===== config.mk =====
export PLATFORM = sky130hd
export DESIGN_NAME = byte_pattern_match_counter_top
export DESIGN_NICKNAME = d
export VERILOG_FILES = /design/src/rtl/bpmc_pkg.sv /design/src/rtl/bpmc_lane.sv /design/src/rtl/bpmc_merge.sv /design/src/rtl/byte_pattern_match_counter_top.sv
export SDC_FILE = /design/constraint.sdc
export NUM_CORES = 1
export LEC_CHECK = 0
export BUFFER_PORTS_ARGS = -buffer_cell sky130_fd_sc_hd__buf_2
export CAP_MARGIN = 20
export CORE_ASPECT_RATIO = 0.5
export CORE_MARGIN = 4
export CORE_UTILIZATION = 27
export DETAILED_ROUTE_END_ITERATION = 12
export HOLD_SLACK_MARGIN = 0.06
export SLEW_MARGIN = 20
export SYNTH_ARGS = -nofsm -noshare
export SYNTH_HDL_FRONTEND = slang
export SYNTH_HIERARCHICAL = 1
export SYNTH_SLANG_ARGS = --single-unit

===== constraint.sdc =====
create_clock -name clk -period 6.4 [get_ports clk]
set_clock_uncertainty 0.15 [all_clocks]
set_input_delay 0.32 -clock clk [delete_from_list [all_inputs] [get_ports clk]]
set_output_delay 0.32 -clock clk [all_outputs]
set_load 0.005 [all_outputs]

===== src/rtl/bpmc_pkg.sv =====
// shared types, constants and the per-byte position step for the pattern match counter
`timescale 1ns / 1ps

package bpmc_pkg;

	localparam int PatternLen = 17;
	localparam int LaneCount = 4;
	localparam int ByteW = 8;
	localparam int WordW = LaneCount * ByteW;
	localparam int CountW = 32;
	localparam int PosW = 5;
	localparam int CfgW = 64;
	localparam int CfgIdxW = 2;

	typedef logic [PosW-1:0] pos_t;
	typedef logic [PatternLen-1:0] hit_vec_t;
	typedef logic [PatternLen-1:0][ByteW-1:0] pattern_t;

	typedef enum logic [CfgIdxW-1:0] {
		CFG_PAT_LOW  = 2'd0,
		CFG_PAT_MID  = 2'd1,
		CFG_PAT_LAST = 2'd2
	} cfg_reg_t;

	// hit vectors of one word, lane 0 is the byte scanned first
	typedef struct packed {
		logic valid;
		logic last;
		logic [LaneCount-1:0][PatternLen-1:0] hits;
	} scan_req_t;

	typedef struct packed {
		logic done;
		pos_t pos;
	} step_t;

	// one byte of the match walk: hit advances, miss drops to zero
	function automatic step_t scan_step(pos_t pos, hit_vec_t hits);
		step_t st;
		st.done = 1'b0;
		st.pos = '0;
		if (pos < PosW'(PatternLen) && hits[pos]) begin
			if (pos == PosW'(PatternLen - 1)) begin
				st.done = 1'b1;
			end else begin
				st.pos = pos + PosW'(1);
			end
		end
		return st;
	endfunction

endpackage


===== src/rtl/bpmc_lane.sv =====
// one byte lane: compares its byte with every pattern byte at once
`timescale 1ns / 1ps

module bpmc_lane (
	input  logic [bpmc_pkg::ByteW-1:0] data_byte,
	input  bpmc_pkg::pattern_t         pattern,
	output bpmc_pkg::hit_vec_t         hits
);
	import bpmc_pkg::*;

	always_comb begin
		for (int p = 0; p < PatternLen; p++) begin
			hits[p] = (data_byte == pattern[p]);
		end
	end

endmodule


===== src/rtl/bpmc_merge.sv =====
// merge stage: walks the match position through the lane hits and keeps the count
`timescale 1ns / 1ps

module bpmc_merge (
	input  logic                        clk,
	input  logic                        arst_n,
	input  bpmc_pkg::scan_req_t         req_s1,
	output logic                        take,
	output logic                        count_valid,
	input  logic                        count_stall,
	output logic [bpmc_pkg::CountW-1:0] match_count
);
	import bpmc_pkg::*;

	pos_t              pos_q;
	logic [CountW-1:0] count_q;
	logic [CountW-1:0] count_next;
	logic [CountW-1:0] match_count_q;
	logic              count_valid_q;
	pos_t              pos_chain [LaneCount+1];
	logic              hit_done;
	step_t             st;

	// a full match needs 17 bytes, so one word finishes at most one
	always_comb begin
		pos_chain[0] = pos_q;
		hit_done = 1'b0;
		for (int k = 0; k < LaneCount; k++) begin
			st = scan_step(pos_chain[k], req_s1.hits[k]);
			pos_chain[k+1] = st.pos;
			hit_done = hit_done | st.done;
		end
		count_next = (hit_done && count_q != '1) ? count_q + CountW'(1) : count_q;
	end

	assign take = req_s1.valid && !(req_s1.last && count_valid_q && count_stall);

	always_ff @(posedge clk or negedge arst_n) begin
		if (!arst_n) begin
			pos_q <= '0;
			count_q <= '0;
			count_valid_q <= 1'b0;
		end else begin
			if (take && req_s1.last) begin
				count_valid_q <= 1'b1;
			end else if (!count_stall) begin
				count_valid_q <= 1'b0;
			end
			if (take) begin
				if (req_s1.last) begin
					pos_q <= '0;
					count_q <= '0;
				end else begin
					pos_q <= pos_chain[LaneCount];
					count_q <= count_next;
				end
			end
		end
	end

	always_ff @(posedge clk) begin
		if (take && req_s1.last) begin
			match_count_q <= count_next;
		end
	end

	assign count_valid = count_valid_q;
	assign match_count = match_count_q;

endmodule


===== src/rtl/byte_pattern_match_counter_top.sv =====
// top level of the streaming 17-byte pattern match counter
`timescale 1ns / 1ps

// a count is registered once the merge stage takes its last word from the stage one register
// throughput: one 32-bit word per cycle unless stalled, four byte lanes compare in parallel
// a last word holds the input only while the previous count is still stalled
// the byte-to-byte position walk is combinational in the merge stage
// reset clears pattern registers, match position, count and both valid flags
// a new region starts after each last word; state carries across words otherwise

module byte_pattern_match_counter_top (
	input  logic                          clk,
	input  logic                          arst_n,
	// configuration writes
	input  logic                          cfg_we,
	input  logic [bpmc_pkg::CfgIdxW-1:0]  cfg_index,
	input  logic [bpmc_pkg::CfgW-1:0]     cfg_data,
	// word requests
	input  logic                          word_valid,
	output logic                          word_stall,
	input  logic [bpmc_pkg::WordW-1:0]    stream_word,
	input  logic                          last_word,
	// count results
	output logic                          count_valid,
	input  logic                          count_stall,
	output logic [bpmc_pkg::CountW-1:0]   match_count
);
	import bpmc_pkg::*;

	// pattern registers
	logic [CfgW-1:0]  pat_low_q;
	logic [CfgW-1:0]  pat_mid_q;
	logic [ByteW-1:0] pat_last_q;
	pattern_t         pattern;

	// lane outputs and stage one
	hit_vec_t  lane_hits [LaneCount];
	scan_req_t req_s1;
	logic      accept;
	logic      take;

	always_ff @(posedge clk or negedge arst_n) begin
		if (!arst_n) begin
			pat_low_q <= '0;
			pat_mid_q <= '0;
			pat_last_q <= '0;
		end else if (cfg_we) begin
			case (cfg_reg_t'(cfg_index))
				CFG_PAT_LOW: begin
					pat_low_q <= cfg_data;
				end
				CFG_PAT_MID: begin
					pat_mid_q <= cfg_data;
				end
				CFG_PAT_LAST: begin
					pat_last_q <= cfg_data[ByteW-1:0];
				end
				default: begin
					// unused index, write dropped
				end
			endcase
		end
	end

	// flatten to one byte per pattern position
	always_comb begin
		for (int p = 0; p < 8; p++) begin
			pattern[p] = pat_low_q[p*ByteW +: ByteW];
			pattern[p+8] = pat_mid_q[p*ByteW +: ByteW];
		end
		pattern[PatternLen-1] = pat_last_q;
	end

	// byte lanes, lane 0 takes bits 7..0
	for (genvar k = 0; k < LaneCount; k++) begin : g_lane
		bpmc_lane u_lane (
			.data_byte (stream_word[k*ByteW +: ByteW]),
			.pattern   (pattern),
			.hits      (lane_hits[k])
		);
	end

	// stage one holds while the merge stage cannot take it
	assign word_stall = req_s1.valid && !take;
	assign accept = word_valid && !word_stall;

	always_ff @(posedge clk or negedge arst_n) begin
		if (!arst_n) begin
			req_s1 <= '0;
		end else if (accept) begin
			req_s1.valid <= 1'b1;
			req_s1.last <= last_word;
			for (int k = 0; k < LaneCount; k++) begin
				req_s1.hits[k] <= lane_hits[k];
			end
		end else if (take) begin
			req_s1.valid <= 1'b0;
		end
	end

	// position walk, saturating count and the result register
	bpmc_merge u_merge (
		.clk         (clk),
		.arst_n      (arst_n),
		.req_s1      (req_s1),
		.take        (take),
		.count_valid (count_valid),
		.count_stall (count_stall),
		.match_count (match_count)
	);

endmodule


# After elaboration in Yosys (flattened, before gate mapping)
# Cells that the tools add are included.
# totals
elab_cells	151
out_inout_bits	34
in_bits	104
ff_bits	276
# op_classes
reduce_logical	19
muxes	27
bitwise_logic	3
add_sub_neg	5
n_lt_le_gt_ge	8
n_eq_ne	76
# op_table
operator	n
$eq A8 B8 Y1	68
$mux W32	2
$add A32 B1 Y32 const B	1
$ne A32 B32 Y1 const B	1
$mux W5	5
$lt A5 B6 Y1 const B	4
$mux W6	4
$add A5 B1 Y5 const B	4
$bmux W1 S5	4
$eq A5 B5 Y1 const B	4
$lt A5 B5 Y1 const B	4
$mux W1	12
$logic_and A1 B1 Y1	11
$reduce_and A2 Y1	3
$logic_not A1 Y1	3
$or A1 B1 Y1	3
$eq A2 B1 Y1 const B	1
$eq A2 B2 Y1 const B	1
$logic_not A2 Y1	1
$ne A2 B1 Y1 const B	1
$reduce_bool A2 Y1	1

# Longest topological paths before layout
# Gate-level depths: netlist of the first run.
# depth
depth_word	20
ltp_mapped	32
mapped_depth_nobuf	28

# By module
# The synthesis of the first run kept the hierarchy.
# by_module_without_submodules
mod	n_inst	seq_area_each_um2	area_each_um2	cells_each
byte_pattern_match_counter_top	1	5154.9	7988.9	439
bpmc_lane	4	0.0	1660.3	203
bpmc_merge	1	1911.8	5501.5	617

# Worst setup path after synthesis of the first run
# No wires, ideal clock.
# synth_path
kind	reg-to-reg
from	register u_merge.pos_q[1]
to	register u_merge.match_count_q[1], in the netlist u_merge/match_count[1] (data pin)
t_arrival_ns	5.239
t_required_ns	5.990
path_slack_ns	0.752
path_buffers	4
stages_incl_launch_ff	32
period_less_slack_ns	5.648
setup_time_ns	0.260
path_cell_list	dfrtp_1 -> clkbuf_1 -> inv_1 -> ha_1 -> nand4bb_1 -> clkbuf_1 -> nand2_1 -> a21o_1 -> nor2_2 -> inv_2 -> ha_1 -> a31oi_1 -> or3_1 -> nand2_1 -> or3_1 -> buf_2 -> ha_1 -> inv_1 -> nand2_1 -> nor4_1 -> nand4_1 -> o31ai_1 -> and2_1 -> inv_1 -> ha_1 -> inv_1 -> or2_1 -> o41ai_4 -> a31o_1 -> buf_2 -> nand2_1 -> mux2_2
# synth_via
elab_chain_cells	19
elab_cells_between_ends	39
classes_between	add/sub (3); order compare (4); eq/ne (4); mux (20); bitwise (3); reduce/logical (5)
# synth_rtl
element	line_no	rtl
start, declared	bpmc_merge.sv:15	pos_t pos_q;
start signal, assigned	bpmc_merge.sv:54	pos_q <= pos_chain[LaneCount];
$bmux W1 S5	bpmc_pkg.sv:42	if (pos < PosW'(PatternLen) && hits[pos]) begin
$mux W1 (not written as such)	bpmc_pkg.sv:42	
$logic_and A1 B1 Y1	bpmc_pkg.sv:42	
$mux W6 (*)	bpmc_pkg.sv:42	
$bmux W1 S5	bpmc_pkg.sv:42	
$mux W1 (not written as such)	bpmc_pkg.sv:42	
$logic_and A1 B1 Y1	bpmc_pkg.sv:42	
$mux W6	bpmc_pkg.sv:42	
(+4 left out)	n/a	
$bmux W1 S5	bpmc_pkg.sv:42	
$mux W1 (not written as such)	bpmc_pkg.sv:42	
$logic_and A1 B1 Y1	bpmc_pkg.sv:42	
$mux W6	bpmc_pkg.sv:42	
$or A1 B1 Y1 (*)	bpmc_merge.sv:31	hit_done = hit_done | st.done;
$logic_and A1 B1 Y1 (*)	bpmc_merge.sv:33	count_next = (hit_done && count_q != '1) ? count_q + CountW'(1) : count_q;
$mux W32 (*)	bpmc_merge.sv:33	
via u_merge.count_next[1]	bpmc_merge.sv:17	logic [CountW-1:0] count_next;
end signal, assigned	bpmc_merge.sv:63	match_count_q <= count_next;
end, declared	bpmc_merge.sv:18	logic [CountW-1:0] match_count_q;
# Mark *: on every way through the listed nets, which the timed path passes. The rest lies on a longest branch. The select of a mux whose other input is x is not followed.
# A chain may end at the register's enable or synchronous reset.

# Worst setup path after layout of the first run
# layout_path
from	register u_merge.pos_q[0]
to	register u_merge.count_q[26]
# layout_via
elab_chain_cells	20
elab_cells_between_ends	40
classes_between	add/sub (3); order compare (4); eq/ne (4); mux (21); bitwise (3); reduce/logical (5)
# layout_rtl
element	line_no	rtl
$bmux W1 S5	bpmc_pkg.sv:42	
$mux W1 (not written as such)	bpmc_pkg.sv:42	
$logic_and A1 B1 Y1	bpmc_pkg.sv:42	
$mux W6 (*)	bpmc_pkg.sv:42	
$bmux W1 S5	bpmc_pkg.sv:42	
$mux W1 (not written as such)	bpmc_pkg.sv:42	
$logic_and A1 B1 Y1	bpmc_pkg.sv:42	
$mux W6	bpmc_pkg.sv:42	
(+4 left out)	n/a	
$bmux W1 S5	bpmc_pkg.sv:42	
$mux W1 (not written as such)	bpmc_pkg.sv:42	
$logic_and A1 B1 Y1	bpmc_pkg.sv:42	
$mux W6	bpmc_pkg.sv:42	
$or A1 B1 Y1 (*)	bpmc_merge.sv:31	
$logic_and A1 B1 Y1 (*)	bpmc_merge.sv:33	
$mux W32 (*)	bpmc_merge.sv:33	
$mux W32 (*)	bpmc_merge.sv:50	if (req_s1.last) begin
end signal, assigned	bpmc_merge.sv:55	count_q <= count_next;
end, declared	bpmc_merge.sv:16	logic [CountW-1:0] count_q;
# Mark *: on every way between the ends. The rest lies on a longest branch, timed or not. The select of a mux whose other input is x is not followed.

==> impl.org, run 1 <==
** Status
- Result of the run :: complete, no violations

** Pwr
- The share of total power dissipated in combinational logic is 26.7%.
- Leakage power summed over all cells :: roughly 8.5 nW
- In this run the power density over the cells is ~270 nW/um^2.
- The clock network burns approximately a third of the power.
- Cell internal power was estimated by the tool at ~4.2 mW.
- Max IR drop VDD :: 214 uV
- Switching part of the total power :: between 30 and 40%
- Part of the total power dissipated in sequential elements :: 40.8%
- In this run the power spent charging and discharging nets is roughly 2.1 mW.

** Die
- Number of primary I/O pins :: approximately 140
- Horizontal die dimension :: between 300 and 400 um
- Site Rows :: 70
- Vertical die dimension :: 201 um
- The region available for standard cell placement spans ~73,000 um^2.
- The floorplan step defined a die boundary enclosing 79,300 um^2.
- Starting utilization of the core area :: ~27%

** Synth
- Synthesized flop and latch total :: between 200 and 300
- Number of enable flip-flop cells after synthesis :: 32
- The average instance in the mapped netlist occupies 10.8 um^2.
- Number of unique standard cell types used by synthesis :: 88
- After synthesis, flip-flops and latches occupy approximately a third of the total area.
- Number of instances in the synthesized netlist :: 1,868
- The synthesized netlist occupies a cell area of 20,100 um^2.
- sky130_fd_sc_hd__dfrtp_1 takes more of the synthesized area than any other cell.
- Post-Synth Simple-Gate Area :: 12.6%
- Warnings from Yosys :: 6
- Share of the synthesized netlist area taken by xor and xnor gates :: roughly a quarter
- Commonest register cell after synthesis :: sky130_fd_sc_hd__dfrtp_1
- After synthesis, the share of cell area in mux cells is between 10% and 20%.
- Synth async-reset ratio :: just under 90%
- The synthesized netlist devotes 4.94% of its cell area to compound gates.
- Share of synthesized cell area in full adder, half adder and majority cells :: 0.559%
- By area the synthesized netlist is led by sky130_fd_sc_hd__dfrtp_1, sky130_fd_sc_hd__xnor2_1, sky130_fd_sc_hd__mux2_2.
- Net Count, Synth :: between 1,500 and 2,000
- The share of synthesized area in the top cell type comes to 30.3%.
- After synthesis, the largest family of logic cells by area is XOR/XNOR gates.

** Flow run
- Max-cap violations in this run came to 0.

** Cells and area
- Leading cell types in the layout, fill and taps excluded :: sky130_fd_sc_hd__xnor2_1, sky130_fd_sc_hd__dfrtp_1, sky130_fd_sc_hd__nand4_1, sky130_fd_sc_hd__buf_2, sky130_fd_sc_hd__mux2_2
- Cells with a size suffix above 1 make up between 20 and 25% of the layout.
- Area of all sequential standard cells :: between 7000 and 8000 um^2
- Most common cell after layout, fill and taps aside :: sky130_fd_sc_hd__xnor2_1
- Compared with the post-synthesis result, the final layout area differs by 14.4%.
- 0 antenna diodes ended up in the layout.
- In the final layout, the multi-input gates occupy 11,800 um^2.
- Number of nets at the end of the flow :: 2,120
- Fill cells in the final layout number ~7,500.

** Setup path
- The startpoint identified for the worst register-to-register timing path is u_merge/pos_q[0].
- Critical path's top delay family :: simple AND/OR/NAND/NOR gates
- STA classifies the critical path endpoint as a register.
- Type of the worst setup path :: reg2reg
- At the worst endpoint, the arrival time is approximately 6.3 ns.
- The slowest stage of the critical path is the sky130_fd_sc_hd__dfrtp_4 cell.
- The worst register-to-register path has a depth of 26.
- The critical path crosses 26 cells after its start point.
- STA classifies the critical path startpoint as a register.
- Critical path capture point :: u_merge/count_q[26]
- Delay contributed by the slowest stage of the critical path :: slightly below 0.6 ns
- In this run the worst path has a maximum fanout of 17.
- Setup slack on the worst reg-to-reg path comes out at 0.39 ns.
- CP bufs+invs :: 5
- The most critical setup path has its startpoint at u_merge/pos_q[0].
- Capture point of the worst reg-to-reg path :: u_merge/count_q[26]
- Required time worst endpoint :: a little under 7 ns

** Detailed routing
- The first detailed-routing pass took 5 iterations.
- After detailed routing, the number of vias per cell comes to 4.95.
- In this run, the number of DRC markers left after iteration 0 of detailed routing was between 1,000 and 1,500.
- The routed layout has ~15,000 vias.
- Total length of routed wires :: 61,900 um
- Number of remaining DRC errors :: 0
- After detailed routing, the average wire length per cell comes to between 20 and 25 um.
- The count of nets left with antenna violations once routing finished came out at 0.

** STA
- The final hold violation count was 0.
- Fraction of the cycle the final worst path needs :: between 90% and 100%
- Adding up every negative setup slack in the final design gives 0 ns.
- Worst-case headroom to the max-slew limit :: between 20 and 30%
- Setup violations remaining at the end of the flow were counted as 0.
- Worst hold margin :: between 0.08 and 0.09 ns
- Timing would allow up to approximately 0.17 GHz.
- Final-report max-slew violation count :: 0
- The clock period could shrink to about 6.0 ns.
- Setup repair after global routing left no endpoint under its margin.
- For the pin with the worst max-slew slack, the measured transition is 1.09 ns.

** Clock tree
- Clock input transition at the sequential cells of the worst setup and hold paths :: approximately 0.070 ns
- Clock buffers created by TritonCTS :: 31
- Clock tree synthesis selected as its root buffer the cell sky130_fd_sc_hd__clkbuf_16.
- Number of clock sinks :: around 280
- TritonCTS clock tree :: done
- The later pin in the worst-skew pair is clocked with a latency of approximately 0.63 ns.
- In this run the number of H-tree levels came out at 1.
- In this run the deepest clock path goes through 3 buffers.
- Post-CTS timing repair inserted 0 buffers for setup.

** Global route
- GRT Total Usage :: around 15%
- Summed over all layers, the global routing overflow is 0.
- Entering global routing, the biggest net connects about 180 pins.
- Wire length of the first global-routing pass :: roughly 95,000 um
- The number of global-route vias before repair came to ~15,000.
- The number of antenna violations at the first check in global routing came to 2.

** Placed design
- Routability-driven placement finished with a final weighted congestion of roughly 0.9.
- Once detailed placement completed, the half-perimeter wirelength came to approximately 43,000 um.
- Port buffering added between 100 and 150 buffers.

** Worst hold path
- Worst Hold Class :: in2async
## registers in the layout, indices dropped and copies added, names as in the netlist
name                 cells
pat_mid_q               64
pat_low_q               64
u_merge/count_valid      1
pat_last_q               8
u_merge/pos_q            5
req_s1                  70
u_merge/count_q         32
u_merge/match_count     32
## repair_timing
action / in CTS / in global routing
hold endpoints to repair: 207 / 0
gates resized for setup: 0 / 3
endpoints found under the setup margin: 0 / 62
hold buffers: 68 / 0
## per-layer routing
| metal | track usage (%) | share of wire (%) | vias to the layer above |
|---|---|---|---|
| li1 | - | - | 6820 |
| met1 | 20.5 | 45 | 7534 |
| met2 | 25.3 | 47 | 403 |
| met3 | 2.50 | 5.8 | 117 |
| met4 | 3.68 | 2.4 | 4 |
| met5 | 0 | 0.044 | - |
## power by group through the flow
stage | Combinational (mW) | Clock (mW) | Sequential [mW]
finish | 1.69 | 2.06 | 2.58
global route | 1.85 | 2.18 | 2.63
CTS | 1.69 | 2.10 | 2.58
detailed placement | 1.65 | 0 | 2.61
global placement | 1.59 | 0 | 2.60
floorplan | 1.34 | 0 | 2.46
## cells in the mapped netlist, drive strengths merged, types with 4 or more instances
cell	number
a21o	4
a21oi	16
a221o	4
a311o	4
a31oi	5
and2	12
and3	9
and4	4
buf	100
clkbuf	25
dfrtp	244
edfxtp	32
ha	9
inv	41
mux2	212
mux2i	17
mux4	4
nand2	68
nand2b	4
nand3	41
nand3b	4
nand4	146
nor2	110
nor3	23
nor4	8
o211a	4
o211ai	5
o21ai	15
o311ai	25
o31ai	8
or3	9
or4	18
xnor2	581
xor2	8
## how the worst min path moves through the flow
stage | end | startpoint | slack [ns] | cells after the start
floorplan | pat_last_q[0] | arst_n | -0.13 | 0
global placement | pat_mid_q[23] | arst_n | 0.17 | 1
detailed placement | pat_mid_q[20] | arst_n | 0.18 | 1
CTS | pat_mid_q[20] | arst_n | 0.09 | 2
global route | pat_low_q[20] | arst_n | 0.15 | 2
finish | pat_mid_q[20] | arst_n | 0.09 | 2
## metrics by stage
stage | total power [mW] | worst slack, ns | utilization [%] | instance area, um^2 | instances
2_1_floorplan | 3.81 | 0.752 | - | 20100 | 1868
3_3_place_gp | 4.19 | 0.450 | 28.7 | 21100 | 2876
3_5_place_dp | 4.26 | 0.246 | 28.7 | 21100 | 2876
4_1_cts | 6.36 | 0.190 | 31.2 | 23000 | 3002
5_1_grt | 6.65 | 0.00201 | 31.3 | 23000 | 3004
6_report | 6.33 | 0.387 | 31.3 | 23000 | 3004
## layout make-up
cell class                 instances  area share (%)
clock buffer                      35            3.61
clock inverter                    23            1.43
inverter                          41           0.668
multi-input combinational       1426            51.2
sequential                       276            30.7
tap                              972            5.28
timing repair buffer             231            7.11
## kinds of logic after synthesis
family,after synthesis
adder cells (fa/ha/maj),9
buffers and inverters,166
flip-flops,276
XOR/XNOR,589
AO/OA/AOI/OAI,123
AND/OR/NAND/NOR,472
multiplexers,233
Power figures use the tool's default switching activity.
==> run 2, diff against run 1 <==
--- a/config.mk
+++ b/config.mk
@@ -5,11 +5,13 @@
 export SDC_FILE = /design/constraint.sdc
 export NUM_CORES = 1
 export LEC_CHECK = 0
+export ABC_AREA = 0
 export BUFFER_PORTS_ARGS = -buffer_cell sky130_fd_sc_hd__buf_2
 export CAP_MARGIN = 20
 export CORE_ASPECT_RATIO = 0.5
 export CORE_MARGIN = 4
 export CORE_UTILIZATION = 27
+export CTS_CLUSTER_DIAMETER = 200
 export DETAILED_ROUTE_END_ITERATION = 12
 export HOLD_SLACK_MARGIN = 0.06
 export SLEW_MARGIN = 20
==> constraint.sdc (replaced) <==
create_clock -name clk -period 6.72 [get_ports clk]
set_clock_uncertainty 0.15 [all_clocks]
set_input_delay 0.336 -clock clk [delete_from_list [all_inputs] [get_ports clk]]
set_output_delay 0.336 -clock clk [all_outputs]
set_load 0.005 [all_outputs]
==> impl.org, run 2 (synthesized netlist as in run 1, its figures left out) <==
** Global route
- Number of antenna violations at the first check in global routing :: 3
- The total overflow left after global routing is 0.
- Wire length of the first global-routing pass :: 95,200 um
- Entering global routing, the biggest net connects 181 pins.
- Global routing used 15.2% of the available tracks across all layers.
- The number of global-route vias before repair was between 15,000 and 20,000.

** STA
- At the pin with the least slew margin, the transition time is ~1.1 ns.
- The final hold violation count came to 0.
- Based on the critical path, the design can be clocked at up to 0.158 GHz.
- Setup violations remaining at the end of the flow were counted as 0.
- Worst hold margin :: approximately 0.12 ns
- The final number of max-transition violations was 0.
- In the final timing run, aggregate negative setup slack is 0 ns.
- The worst path in the final design needs a cycle of roughly 6.3 ns, including I/O delays and setup.
- Setup repair after global routing left no endpoint under its margin.
- Setup slack on the critical path of the routed design comes to approximately 0.39 ns.
- Worst-case headroom to the max-slew limit :: between 20 and 30%
- After layout, the worst path uses a little over nine tenths of the clock period.

** Status
- The flow ran to the end, and the final reports show no timing, DRC or antenna violations.

** Detailed routing
- The detail route stage leaves a number of antenna-violating nets equal to 0.
- Mean number of vias per cell :: 4.99
- After the first detailed-routing iteration, the DRC count stood at 1,215.
- Average wire per cell in the routed design :: between 20 and 25 um
- The routed layout has roughly 15,000 vias.
- For this run, design rule violations remaining after detail routing come to 0.
- The first detailed-routing pass ran for 5 iterations.
- The final layout contains routed wiring with a total length of 62,200 um.

** Die
- After floorplanning, the core was divided into 70 placement rows.
- Measured along the x axis, the die boundary spans about 400 um.
- Vertical die dimension :: 201 um
- Once the floorplan was initialized, standard cells occupied a little over a quarter of the core.
- Die area :: 79,300 um^2
- During I/O placement, the number of pins put on the boundary was around 140.
- The region available for standard cell placement spans between 70,000 and 80,000 um^2.

** Pwr
- Share of total power in combinational logic :: between 20% and 30%
- Switching part of the total power :: roughly 33%
- Per report_power, the sequential group accounts for a little over two fifths of the total.
- The design draws between 5 and 6 mW.
- In this run the power density over the cells is about 260 nW/um^2.
- P_int :: a little under 4 mW
- The worst-case IR drop observed on VDD is between 200 and 250 uV.
- The clock network burns about 31% of the power.
- Total net switching power :: around 1.9 mW
- In this run the static leakage power is 8.46 nW.

** Clock tree
- In this run, CTS created clock tree buffers numbering 30.
- At the later pin of the worst-skew pair, clock insertion delay measures ~0.62 ns.
- Maximum count of clock buffers along a single path :: 3
- After clock tree synthesis, the clock-pin slew on the worst setup and hold paths is 0.07 ns.
- For this design, the sink count on the clock tree is approximately 280.
- Level count of the clock H-tree :: 1
- TritonCTS built the clock tree.
- The root buffer cell chosen for the clock tree is sky130_fd_sc_hd__clkbuf_16.

** Placed design
- Worst-case setup slack after placement :: 0.535 ns
- Placed standard-cell area :: roughly 21,000 um^2
- In this run the tool buffered the top-level ports with between 100 and 150 buffer cells.
- Dpl hpwl :: approximately 43,000 um
- Gpl congestion :: 0.892

** Cells and area
- Relative to the synthesized area, the layout overhead comes to 13.8%.
- Leaving out fill and tap cells, the most frequent cells in the layout are sky130_fd_sc_hd__xnor2_1, sky130_fd_sc_hd__dfrtp_1, sky130_fd_sc_hd__nand4_1, sky130_fd_sc_hd__buf_2, sky130_fd_sc_hd__mux2_2.
- The sequential cells in the finished layout cover a total of a little over 7000 um^2.
- Number of nets at the end of the flow :: about 2,100
- Area of combinational cells with multiple inputs :: 11,800 um^2
- The register with the most flip-flops in the final layout is req_s1.
- Ratio of cells with drive above 1 in the final layout :: 21.4%
- The register with the most flip-flops in the layout has 70 of them.
- After filler insertion, the fill cell instance count of the layout stands at approximately 7,400.
- Layout Cell Area excl Fill :: 22,900 um^2
- Most common cell after layout, fill and taps aside :: sky130_fd_sc_hd__xnor2_1
- Registers with the most flip-flops :: req_s1 (70), pat_low_q (64), pat_mid_q (64)

** Setup path
- Arrival time at the worst endpoint :: 6.64 ns
- By startpoint and endpoint, the worst setup path is classified as reg2reg.
- Critical path's slowest cell :: sky130_fd_sc_hd__dfrtp_1
- On the worst path, the slowest cell contributes a delay of ~0.72 ns.
- STA classifies the critical path startpoint as a register.
- Crit-path max FO :: 13
- Required time worst endpoint :: roughly 7.0 ns
- Nature of the critical path endpoint :: register

** Worst hold path
- Worst Hold Class :: in2async

** Flow run
- Across the run, the number of max-cap violations was 0.
run 2: cell count changes in the layout (fill, tap and decap cells not counted), sizes merged:
cell,change
clkbuf,+3
clkinvlp,-4
dlygate4sd3,+1
buf,-4
inv,-4
clkinv,+3
diode,+2
bufinv,-1
run 2: worst paths after layout:
check                                  from               end  slack [ns]  cells past startpoint
min in group clk                     cfg_we     pat_mid_q[14]        0.28                      4
max                        u_merge/pos_q[0]  u_merge/pos_q[1]        0.39                     25
max in group asynchronous            arst_n        req_s1[56]        4.85                      4
max reg2reg                u_merge/pos_q[0]  u_merge/pos_q[1]        0.39                     25
min reg2reg                      req_s1[30]        req_s1[30]        0.35                      1
min                                  arst_n     pat_low_q[23]        0.12                      2
run 2: through the flow:
stage | cells | utilization (%)
global route | 2999 | 31.2
CTS | 2997 | 31.1
global placement | 2873 | 28.7
finish | 3000 | 31.2
floorplan | 1868 | -
detailed placement | 2873 | 28.7
run 2: critical path: cells and delay by family, from the launching register on:
kind                     cells  cell delay (ns)
AO/OA/AOI/OAI                7             1.99
flip-flops                   1             0.72
adder cells (fa/ha/maj)      3             0.63
AND/OR/NAND/NOR              9             1.66
buffers and inverters        4             0.34
multiplexers                 2             0.72
run 2: what timing repair did:
item                                   4_1_cts  5_1_grt
setup endpoints to repair                    0        0
endpoints found under the hold margin      205        0
hold buffers                                69        0
resized for setup                            0        0
setup buffers                                0        0
run 2: area by class of cell:
| cell class | instances | share of cell area (%) |
|---|---|---|
| Sequential cell | 276 | 30.9 |
| Antenna cell | 2 | 0.0219 |
| Tap cell | 972 | 5.31 |
| Multi-Input combinational cell | 1426 | 51.5 |
| Inverter | 41 | 0.672 |
| Clock buffer | 38 | 3.58 |
| Clock inverter | 17 | 1.14 |
| Timing Repair Buffer | 228 | 6.97 |
run 2: routing by layer:
layer	global-route usage, %	part of all wire [%]
met5	0	0.043
met3	2.81	6.3
met1	20.4	44
met4	4.90	3.3
met2	24.9	46
run 2: power groups by stage:
stage / sequential (mW) / combinational [mW] / clock (mW)
floorplan: 2.35 / 1.28 / 0
global placement: 2.47 / 1.52 / 0
detailed placement: 2.48 / 1.57 / 0
CTS: 2.45 / 1.61 / 1.89
global route: 2.50 / 1.75 / 1.96
finish: 2.46 / 1.61 / 1.84
